## config.mk

```make
export PLATFORM = sky130hd
export DESIGN_NAME = lagged_fibonacci_bounded_random
export DESIGN_NICKNAME = d
export VERILOG_FILES = /design/src/rtl/core/lfbr_pkg.sv /design/src/rtl/core/lfbr_lag_ring.sv /design/src/rtl/core/lfbr_bound.sv /design/src/rtl/core/lagged_fibonacci_bounded_random.sv
export SDC_FILE = /design/constraint.sdc
export NUM_CORES = 1
export LEC_CHECK = 0
export ABC_CLOCK_PERIOD_IN_PS = 18260
export BUFFER_PORTS_ARGS = -buffer_cell sky130_fd_sc_hd__buf_2
export CORE_ASPECT_RATIO = 1.4
export CORE_MARGIN = 4
export CORE_UTILIZATION = 51
export DETAILED_ROUTE_END_ITERATION = 12
export PLACE_DENSITY = 0.72
export SETUP_SLACK_MARGIN = 0.02
export SYNTH_ARGS = -nofsm -noshare
export SYNTH_HDL_FRONTEND = slang
export SYNTH_SLANG_ARGS = --single-unit
```

## constraint.sdc

```tcl
create_clock -name clock -period 18.26 [get_ports clock]
set_clock_uncertainty 0.05 [all_clocks]
set_input_delay 1.826 -clock clock [delete_from_list [all_inputs] [get_ports clock]]
set_output_delay 1.826 -clock clock [all_outputs]
set_load 0.01 [all_outputs]
```

## src/rtl/core/lfbr_pkg.sv

```systemverilog
// Shared types, constants and seed functions for the lagged Fibonacci generator.
// No dependencies; used by every module under rtl/core.
package lfbr_pkg;

   localparam int WORD_W         = 16;
   localparam int SEED_STEP      = 89;
   localparam int DEF_LONG_LAG   = 17;
   localparam int DEF_SHORT_LAG  = 5;

   typedef logic [WORD_W-1:0] word_type;

   // Seed of slot idx (1-based) before warm-up: 89*(idx-1)+1.
   function automatic word_type seed_word(input int idx);
      return WORD_W'((idx - 1) * SEED_STEP + 1);
   endfunction

   // Word written to slot long_lag by the warm-up step.
   function automatic word_type warm_sum(input int long_lag, input int short_lag);
      word_type short_word;
      short_word = (short_lag > long_lag) ? '0 : seed_word(short_lag);
      return WORD_W'(seed_word(long_lag) + short_word + word_type'(1));
   endfunction

   // Short index after the warm-up step.
   function automatic int warm_short(input int long_lag, input int short_lag);
      return (short_lag <= 1) ? long_lag : short_lag - 1;
   endfunction

   // Content of slot idx right after reset; slots past the long lag read 0.
   function automatic word_type reset_word(input int long_lag, input int short_lag,
                                           input int idx);
      word_type w;
      if (idx > long_lag) begin
         w = '0;
      end else if (idx == long_lag) begin
         w = warm_sum(long_lag, short_lag);
      end else begin
         w = seed_word(idx);
      end
      return w;
   endfunction

endpackage

```

## src/rtl/core/lfbr_lag_ring.sv

```systemverilog
// Lag word store with both descending indices and a registered read ahead.
// Depends on lfbr_pkg.
module lfbr_lag_ring #(
   parameter int LONG_LAG  = lfbr_pkg::DEF_LONG_LAG,
   parameter int SHORT_LAG = lfbr_pkg::DEF_SHORT_LAG
) (
   input  logic               clock,
   input  logic               reset,
   input  logic               adv,
   input  lfbr_pkg::word_type sum,
   output lfbr_pkg::word_type long_word,
   output lfbr_pkg::word_type short_word
);
   import lfbr_pkg::*;

   localparam int IDX_MAX = (LONG_LAG > SHORT_LAG) ? LONG_LAG : SHORT_LAG;
   localparam int IDX_W   = $clog2(IDX_MAX + 1);
   localparam int ADDR_W  = $clog2(LONG_LAG);
   localparam int LONG_START  = LONG_LAG - 1;
   localparam int SHORT_START = warm_short(LONG_LAG, SHORT_LAG);
   localparam word_type WARM       = warm_sum(LONG_LAG, SHORT_LAG);
   localparam word_type LONG_INIT  = reset_word(LONG_LAG, SHORT_LAG, LONG_START);
   localparam word_type SHORT_INIT = reset_word(LONG_LAG, SHORT_LAG, SHORT_START);

   word_type               mem [LONG_LAG];
   logic [LONG_LAG-1:0]    vld_ff, vld_in;
   logic [IDX_W-1:0]       long_idx_ff, long_idx_in;
   logic [IDX_W-1:0]       short_idx_ff, short_idx_in;
   logic [ADDR_W-1:0]      wr_addr, long_addr, short_addr;
   logic                   short_in_rng;
   logic                   long_hit, short_hit;
   word_type               long_mem_ff, short_mem_ff;
   logic                   long_use_ff, long_use_in, short_use_ff, short_use_in;
   word_type               long_alt_ff, long_alt_in, short_alt_ff, short_alt_in;

   function automatic logic [IDX_W-1:0] step_idx(input logic [IDX_W-1:0] idx);
      return (idx <= IDX_W'(1)) ? IDX_W'(LONG_LAG) : IDX_W'(idx - IDX_W'(1));
   endfunction

   // Post-reset content of an in-range slot: seed, or the warm-up word at the top.
   function automatic word_type init_word(input logic [IDX_W-1:0] idx);
      word_type w;
      if (idx == IDX_W'(LONG_LAG)) begin
         w = WARM;
      end else begin
         w = WORD_W'(WORD_W'(idx) * WORD_W'(SEED_STEP) - WORD_W'(SEED_STEP - 1));
      end
      return w;
   endfunction

   always_comb begin
      long_idx_in  = adv ? step_idx(long_idx_ff)  : long_idx_ff;
      short_idx_in = adv ? step_idx(short_idx_ff) : short_idx_ff;

      wr_addr      = ADDR_W'(long_idx_ff - IDX_W'(1));
      long_addr    = ADDR_W'(long_idx_in - IDX_W'(1));
      short_in_rng = (short_idx_in <= IDX_W'(LONG_LAG));
      short_addr   = short_in_rng ? ADDR_W'(short_idx_in - IDX_W'(1)) : '0;

      vld_in = vld_ff;
      if (adv) begin
         vld_in[wr_addr] = 1'b1;
      end

      // Next reads bypass the word being written this cycle.
      long_hit  = (long_idx_in == long_idx_ff);
      short_hit = (short_idx_in == long_idx_ff);

      long_use_in  = !long_hit && vld_ff[long_addr];
      long_alt_in  = long_hit ? sum : init_word(long_idx_in);
      short_use_in = short_in_rng && !short_hit && vld_ff[short_addr];
      if (!short_in_rng) begin
         short_alt_in = '0;
      end else if (short_hit) begin
         short_alt_in = sum;
      end else begin
         short_alt_in = init_word(short_idx_in);
      end
   end

   always_ff @(posedge clock) begin
      if (adv) begin
         mem[wr_addr] <= sum;
         long_mem_ff  <= mem[long_addr];
         short_mem_ff <= mem[short_addr];
      end
   end

   always_ff @(posedge clock) begin
      if (reset) begin
         vld_ff       <= '0;
         long_idx_ff  <= IDX_W'(LONG_START);
         short_idx_ff <= IDX_W'(SHORT_START);
         long_use_ff  <= 1'b0;
         short_use_ff <= 1'b0;
         long_alt_ff  <= LONG_INIT;
         short_alt_ff <= SHORT_INIT;
      end else if (adv) begin
         vld_ff       <= vld_in;
         long_idx_ff  <= long_idx_in;
         short_idx_ff <= short_idx_in;
         long_use_ff  <= long_use_in;
         short_use_ff <= short_use_in;
         long_alt_ff  <= long_alt_in;
         short_alt_ff <= short_alt_in;
      end
   end

   assign long_word  = long_use_ff  ? long_mem_ff  : long_alt_ff;
   assign short_word = short_use_ff ? short_mem_ff : short_alt_ff;

endmodule

```

## src/rtl/core/lfbr_bound.sv

```systemverilog
// Bounds the running sum to the bit length of the maximum, halving once if over.
// Depends on lfbr_pkg.
module lfbr_bound (
   input  lfbr_pkg::word_type limit,
   input  lfbr_pkg::word_type sum_word,
   output lfbr_pkg::word_type value
);
   import lfbr_pkg::*;

   word_type mask;
   word_type masked;

   always_comb begin
      mask = limit;
      for (int s = 1; s < WORD_W; s = s * 2) begin
         mask = mask | (mask >> s);
      end
      masked = sum_word & mask;
      value  = (masked > limit) ? (masked >> 1) : masked;
   end

endmodule

```

## src/rtl/core/lagged_fibonacci_bounded_random.sv

```systemverilog
// Additive lagged Fibonacci generator (default lags 17 and 5) returning a bounded value.
// Latency: result is shown the cycle after the request transfer; throughput one per cycle unless the consumer stalls.
// The lag words are read one item ahead into registers, so no read stalls the stream.
// Reset (synchronous): state equals the seeded table after one warm-up step; per-word
// valid bits stand in for the seed values, so there is no clearing pass.
// Depends on lfbr_pkg, lfbr_lag_ring, lfbr_bound.
module lagged_fibonacci_bounded_random #(
   parameter int LONG_LAG  = lfbr_pkg::DEF_LONG_LAG,
   parameter int SHORT_LAG = lfbr_pkg::DEF_SHORT_LAG
) (
   input  logic               clock,
   input  logic               reset,
   input  logic               req_valid,
   output logic               req_stall,
   input  lfbr_pkg::word_type req_limit,
   output logic               rsp_valid,
   input  logic               rsp_stall,
   output lfbr_pkg::word_type rsp_value
);
   import lfbr_pkg::*;

   localparam word_type WARM = warm_sum(LONG_LAG, SHORT_LAG);

   logic     req_accept;
   word_type long_word, short_word;
   word_type lag_sum;
   word_type run_sum_ff, run_sum_in;
   word_type bounded;
   logic     rsp_valid_ff, rsp_valid_in;
   word_type rsp_value_ff, rsp_value_in;

   // Input is held only while a finished result waits and the consumer stalls.
   assign req_stall  = rsp_valid_ff & rsp_stall;
   assign req_accept = req_valid & ~req_stall;

   // Lag store: advances both indices on every transfer, prefetches next words.
   lfbr_lag_ring #(
      .LONG_LAG  (LONG_LAG),
      .SHORT_LAG (SHORT_LAG)
   ) u_ring (
      .clock      (clock),
      .reset      (reset),
      .adv        (req_accept),
      .sum        (lag_sum),
      .long_word  (long_word),
      .short_word (short_word)
   );

   // New lag word and running sum, both mod 2^16.
   assign lag_sum    = WORD_W'(long_word + short_word + word_type'(1));
   assign run_sum_in = WORD_W'(run_sum_ff + lag_sum);

   lfbr_bound u_bound (
      .limit      (req_limit),
      .sum_word   (run_sum_in),
      .value      (bounded)
   );

   always_comb begin
      rsp_value_in = req_accept ? bounded : rsp_value_ff;
      if (req_accept) begin
         rsp_valid_in = 1'b1;
      end else begin
         rsp_valid_in = rsp_valid_ff & rsp_stall;
      end
   end

   always_ff @(posedge clock) begin
      if (reset) begin
         run_sum_ff   <= WARM;
         rsp_valid_ff <= 1'b0;
      end else begin
         if (req_accept) begin
            run_sum_ff <= run_sum_in;
         end
         rsp_valid_ff <= rsp_valid_in;
      end
   end

   always_ff @(posedge clock) begin
      rsp_value_ff <= rsp_value_in;
   end

   assign rsp_valid = rsp_valid_ff;
   assign rsp_value = rsp_value_ff;

   // Every request transfer yields a result in the next cycle.
   a_accept_gives_result: assert property (@(posedge clock) disable iff (reset)
      req_accept |=> rsp_valid)
      else $error("request transfer without result");

   // Generator state moves only on a request transfer.
   a_sum_holds_when_idle: assert property (@(posedge clock) disable iff (reset)
      !req_accept |=> $stable(run_sum_ff))
      else $error("running sum changed without transfer");

   // A fresh result never exceeds the maximum it was asked for.
   a_value_bounded: assert property (@(posedge clock) disable iff (reset)
      req_accept |=> (rsp_value <= $past(req_limit)))
      else $error("result above requested maximum");

endmodule
```

==> run_summary.xml <==
<?xml version="1.0" encoding="UTF-8"?>
<metrics>
  <group name="global_route">
    <metric name="grt_util_all_layers" unit="%">25.6</metric>
    <metric name="gr-total-overflow" unit="">0</metric>
    <metric name="grt_busiest_layer" unit="">met2</metric>
    <metric name="global_route.usage.met2" unit="%">46.1</metric>
    <metric name="grt_antenna_before_repair" unit="">0</metric>
    <metric name="grt_pass1_vias" unit="">15400</metric>
    <metric name="met3_usage" unit="%">3.67</metric>
    <metric name="grt_first_pass_wirelength" unit="um">89000</metric>
    <metric name="grtUsageMet1" unit="%">29.9</metric>
    <metric name="largest_net_degree_at_the_start_of_global_routing" unit="">77</metric>
  </group>
  <group name="clock_tree">
    <metric name="max_buffers_root_to_sink" unit="">3</metric>
    <metric name="cts_htree_levels" unit="">2</metric>
    <metric name="cts_repair_resized_insts" unit="">0</metric>
    <metric name="postCtsHoldBufs" unit="">0</metric>
    <metric name="cts-root-buf" unit="">sky130_fd_sc_hd__clkbuf_16</metric>
    <metric name="tritoncts" unit="">built</metric>
    <metric name="clock_sinks" unit="">398</metric>
    <metric name="cts_inserted_buffers" unit="">37</metric>
    <metric name="post-cts-setup-buffers" unit="">0</metric>
    <metric name="clk_latency" unit="ns">0.55</metric>
    <metric name="clk_pin_slew" unit="ns">0.07</metric>
  </group>
  <group name="die">
    <metric name="io-pin-count" unit="">38</metric>
    <metric name="die_width" unit="um">180</metric>
    <metric name="area_of_the_core_region" unit="um^2">41200</metric>
    <metric name="placement_rows" unit="">88</metric>
    <metric name="initial_core_util" unit="%">51.6</metric>
    <metric name="fp.dieH" unit="um">249</metric>
    <metric name="die-area" unit="um^2">45000</metric>
  </group>
  <group name="final_layout">
    <metric name="post_route_cells_drive_above_1_share" unit="%">18.0</metric>
    <metric name="antenna_cells" unit="">0</metric>
    <metric name="final_cell_mix" unit="">sky130_fd_sc_hd__edfxtp_1 (320), sky130_fd_sc_hd__nor2_1 (123), sky130_fd_sc_hd__nand2_1 (115)</metric>
    <metric name="design.final.nets" unit="">1885</metric>
    <metric name="area.growth.synth_to_final" unit="%">11.5</metric>
    <metric name="layout.filler_cells" unit="">3243</metric>
    <metric name="layout_commonest_cell" unit="">sky130_fd_sc_hd__edfxtp_1</metric>
    <metric name="final_core_util" unit="%">57.5</metric>
  </group>
  <group name="pwr">
    <metric name="net-switching-power" unit="W">0.00164</metric>
    <metric name="combinationalPowerShare" unit="%">47.9</metric>
    <metric name="design_power_total" unit="W">0.00426</metric>
    <metric name="internal_power" unit="W">0.00262</metric>
    <metric name="leakage" unit="nW">8.58</metric>
    <metric name="power-per-cell-area" unit="nW/um^2">180</metric>
    <metric name="pwr-share-seq" unit="%">31.7</metric>
    <metric name="ir_worst_vdd" unit="uV">92.0</metric>
    <metric name="power_frac_clock" unit="%">20.4</metric>
    <metric name="swShare" unit="%">38.5</metric>
  </group>
  <group name="logic_synthesis">
    <metric name="post_synth.cell_area_avg" unit="um^2">12.4</metric>
    <metric name="yosys_warnings" unit="">0</metric>
    <metric name="synth_nets" unit="">1853</metric>
    <metric name="synth_seq_area_share" unit="%">52.6</metric>
    <metric name="synth_async_sr_flop_share" unit="%">0</metric>
    <metric name="synth.lib_cells_used.distinct" unit="">72</metric>
    <metric name="synth_ff_type" unit="">sky130_fd_sc_hd__edfxtp_1</metric>
    <metric name="synth_edf_count" unit="">320</metric>
    <metric name="ys_ff_latch" unit="">398</metric>
    <metric name="syn-cell-area" unit="um^2">21200</metric>
    <metric name="syn-instance-count" unit="">1713</metric>
  </group>
  <group name="timing">
    <metric name="timing.final.crit_period" unit="ns">8.63</metric>
    <metric name="setup_repair_after_global_routing_missed_its_margin" unit="">no</metric>
    <metric name="hold_slack" unit="ns">0.402</metric>
    <metric name="tns" unit="ns">0</metric>
    <metric name="worst_slew_pin_slew" unit="ns">1.25</metric>
    <metric name="drv_slew" unit="">0</metric>
    <metric name="final-setup-viol-count" unit="">0</metric>
    <metric name="timing.max_slew.rel_slack" unit="%">16.4</metric>
    <metric name="finalHoldViolCount" unit="">0</metric>
    <metric name="postLayoutSetupSlackWorst" unit="ns">9.63</metric>
    <metric name="achievable-frequency" unit="GHz">0.116</metric>
    <metric name="layout_worst_path_cycle_share" unit="%">47.2</metric>
  </group>
  <group name="critical_path">
    <metric name="worst-path-max-fanout" unit="">65</metric>
    <metric name="kind_of_critical_path" unit="">in -&gt; reg</metric>
    <metric name="setup.worst_path.end_class" unit="">flip-flop</metric>
    <metric name="setup.worst_path.start_class" unit="">primary input</metric>
    <metric name="critical_path.reg2reg.endpoint" unit="">rsp_value[10]$_DFFE_PP_</metric>
    <metric name="cp.required" unit="ns">18.70</metric>
    <metric name="r2r-start" unit="">u_ring.long_use_ff$_SDFFE_PP0P_</metric>
    <metric name="r2r.worst_path.cells" unit="">21</metric>
    <metric name="regToRegSetupSlack" unit="ns">10.15</metric>
    <metric name="data_arrival_at_the_endpoint_of_the_critical_path" unit="ns">9.07</metric>
  </group>
  <group name="placement">
    <metric name="place.detailed.hpwl" unit="um">37200</metric>
    <metric name="placement.io_buffers" unit="">37</metric>
    <metric name="dp_worst_setup_slack" unit="ns">9.09</metric>
    <metric name="gp_routability_congestion" unit="">0.894</metric>
  </group>
  <group name="hold_path">
    <metric name="holdPathEnd" unit="">u_ring.short_alt_ff[13]$_SDFFE_PP0P_</metric>
    <metric name="hold_path.class" unit="">reg -&gt; reg</metric>
    <metric name="whs_path_depth" unit="">2</metric>
    <metric name="timing.hold.worst.start" unit="">u_ring.short_alt_ff[13]$_SDFFE_PP0P_</metric>
  </group>
  <group name="detailed_routing">
    <metric name="total_routed_wirelength" unit="um">58700</metric>
    <metric name="detail_route.first_pass.iterations" unit="">6</metric>
    <metric name="vias" unit="">15100</metric>
    <metric name="route.antenna.remaining_nets" unit="">0</metric>
    <metric name="avgViaCountPerCell" unit="">6.52</metric>
    <metric name="detail_route.wl_per_cell" unit="um">25.4</metric>
    <metric name="initialDrtViolationCount" unit="">1698</metric>
    <metric name="drcViolationCount" unit="">0</metric>
  </group>
  <group name="flow_run">
    <metric name="drv_cap" unit="">0</metric>
  </group>
  <group name="outcome">
    <metric name="run_status" unit="">complete, no violations</metric>
  </group>
</metrics>
metrics by stage:
stage                     cell area (um^2)  std cells
final                                23700       2314
after global routing                 23700       2314
after CTS                            23700       2314
after detailed placement             22300       2246
after global placement               22300       2246
after floorplan                      21200       1713
Yosys cell counts, types with 11 or more instances:
cell type	count	share of area, %
sky130_fd_sc_hd__nand2_1	118	2.1
sky130_fd_sc_hd__mux2_2	45	2.4
sky130_fd_sc_hd__o32ai_1	13	0.54
sky130_fd_sc_hd__dfxtp_1	78	7.4
sky130_fd_sc_hd__a21oi_1	89	2.1
sky130_fd_sc_hd__mux2i_1	71	3.3
sky130_fd_sc_hd__mux4_2	85	9.0
sky130_fd_sc_hd__nand2b_1	12	0.35
sky130_fd_sc_hd__inv_1	78	1.4
sky130_fd_sc_hd__ha_1	106	6.2
sky130_fd_sc_hd__o21a_1	11	0.39
sky130_fd_sc_hd__o21ai_0	60	1.4
sky130_fd_sc_hd__nor3_1	48	1.1
sky130_fd_sc_hd__nor2_1	135	2.4
sky130_fd_sc_hd__a211oi_1	24	0.85
sky130_fd_sc_hd__xnor2_1	23	0.95
sky130_fd_sc_hd__nor4_1	13	0.38
sky130_fd_sc_hd__o22ai_1	79	2.3
sky130_fd_sc_hd__edfxtp_1	320	45
sky130_fd_sc_hd__a21o_1	16	0.57
sky130_fd_sc_hd__nand3_1	20	0.47
sky130_fd_sc_hd__xor2_1	20	0.82
sky130_fd_sc_hd__fa_1	14	1.3
sky130_fd_sc_hd__clkbuf_1	75	1.3
registers in the layout (all words and copies together), names as in the netlist, 5 cells and up:
name,flops
rsp_value,16
run_sum_ff,16
u_ring.long_alt_ff,16
u_ring.long_idx_ff,5
u_ring.long_mem_ff,16
u_ring.mem,272
u_ring.short_alt_ff,16
u_ring.short_idx_ff,5
u_ring.short_mem_ff,16
u_ring.vld_ff,17
layer usage:
layer / up-vias / share of wire [%]
li1: 6637 / -
met1: 7464 / 35
met3: 181 / 8.0
met2: 805 / 52
met5: - / 0
met4: 0 / 5.1
area by class of cell:
| class | count | area (um^2) | area share (%) |
|---|---|---|---|
| clock inverters | 22 | 367 | 1.55 |
| flip-flops and latches | 398 | 11200 | 47.2 |
| repair buffers | 85 | 546 | 2.30 |
| well taps | 540 | 676 | 2.85 |
| clock buffers | 46 | 1000 | 4.23 |
| inverters | 79 | 298 | 1.26 |
| multi-input cells | 1144 | 9620 | 40.6 |
worst max-delay path: stages:
cell                       delay, ns
sky130_fd_sc_hd__buf_2          0.10
sky130_fd_sc_hd__a21bo_2        0.18
sky130_fd_sc_hd__buf_4          0.52
sky130_fd_sc_hd__clkinv_2       0.73
sky130_fd_sc_hd__o21ai_4        0.32
sky130_fd_sc_hd__buf_4          0.50
sky130_fd_sc_hd__inv_1          0.24
sky130_fd_sc_hd__ha_2           0.38
sky130_fd_sc_hd__buf_4          0.75
sky130_fd_sc_hd__inv_1          0.27
sky130_fd_sc_hd__fa_1           0.46
sky130_fd_sc_hd__inv_1          0.09
sky130_fd_sc_hd__fa_1           0.23
sky130_fd_sc_hd__inv_1          0.06
sky130_fd_sc_hd__ha_1           0.27
sky130_fd_sc_hd__a21o_1         0.19
sky130_fd_sc_hd__a21oi_1        0.27
sky130_fd_sc_hd__o21bai_1       0.10
sky130_fd_sc_hd__a21oi_1        0.23
sky130_fd_sc_hd__nor2_1         0.06
sky130_fd_sc_hd__o21ai_0        0.17
sky130_fd_sc_hd__mux2_2         0.36
sky130_fd_sc_hd__nor4_1         0.56
sky130_fd_sc_hd__a21o_1         0.15
worst max-delay path by stage:
stage | cells after the start | end | from | slack, ns
after CTS | 24 | u_ring.long_alt_ff[12]$_SDFFE_PP0P_ | req_valid | 9.63
after detailed placement | 24 | u_ring.long_alt_ff[12]$_SDFFE_PP0P_ | req_valid | 9.09
after global placement | 24 | u_ring.long_alt_ff[13]$_SDFFE_PP0P_ | req_valid | 9.31
after floorplan | 23 | rsp_value[12]$_DFFE_PP_ | u_ring.short_use_ff$_SDFFE_PP0P_ | 11.31
final | 24 | u_ring.long_alt_ff[12]$_SDFFE_PP0P_ | req_valid | 9.63
after global routing | 24 | u_ring.long_alt_ff[12]$_SDFFE_PP0P_ | req_valid | 9.09
cell families (layout without fill, tap and decap cells):
| kind of cell | Yosys count | after routing | share of synthesized area [%] |
|---|---|---|---|
| AOI/OAI and AO/OA | 378 | 378 | 11.4 |
| xor gates and xnor gates | 44 | 44 | 1.85 |
| adders and majority gates | 120 | 120 | 7.56 |
| buffers and inverters | 171 | 232 | 3.10 |
| DFF | 398 | 398 | 52.6 |
| muxes | 201 | 201 | 14.7 |
| and+or+nand+nor | 401 | 401 | 8.70 |
power groups by stage:
stage                     combinational (W)  clock (W)  sequential (W)
after global placement              0.00196          0         0.00136
after CTS                           0.00203   0.000875         0.00135
after detailed placement            0.00202          0         0.00137
after floorplan                     0.00141          0         0.00136
final                               0.00204   0.000867         0.00135
after global routing                0.00224   0.000916         0.00136
No activity file was read; power rests on OpenSTA's default activity.
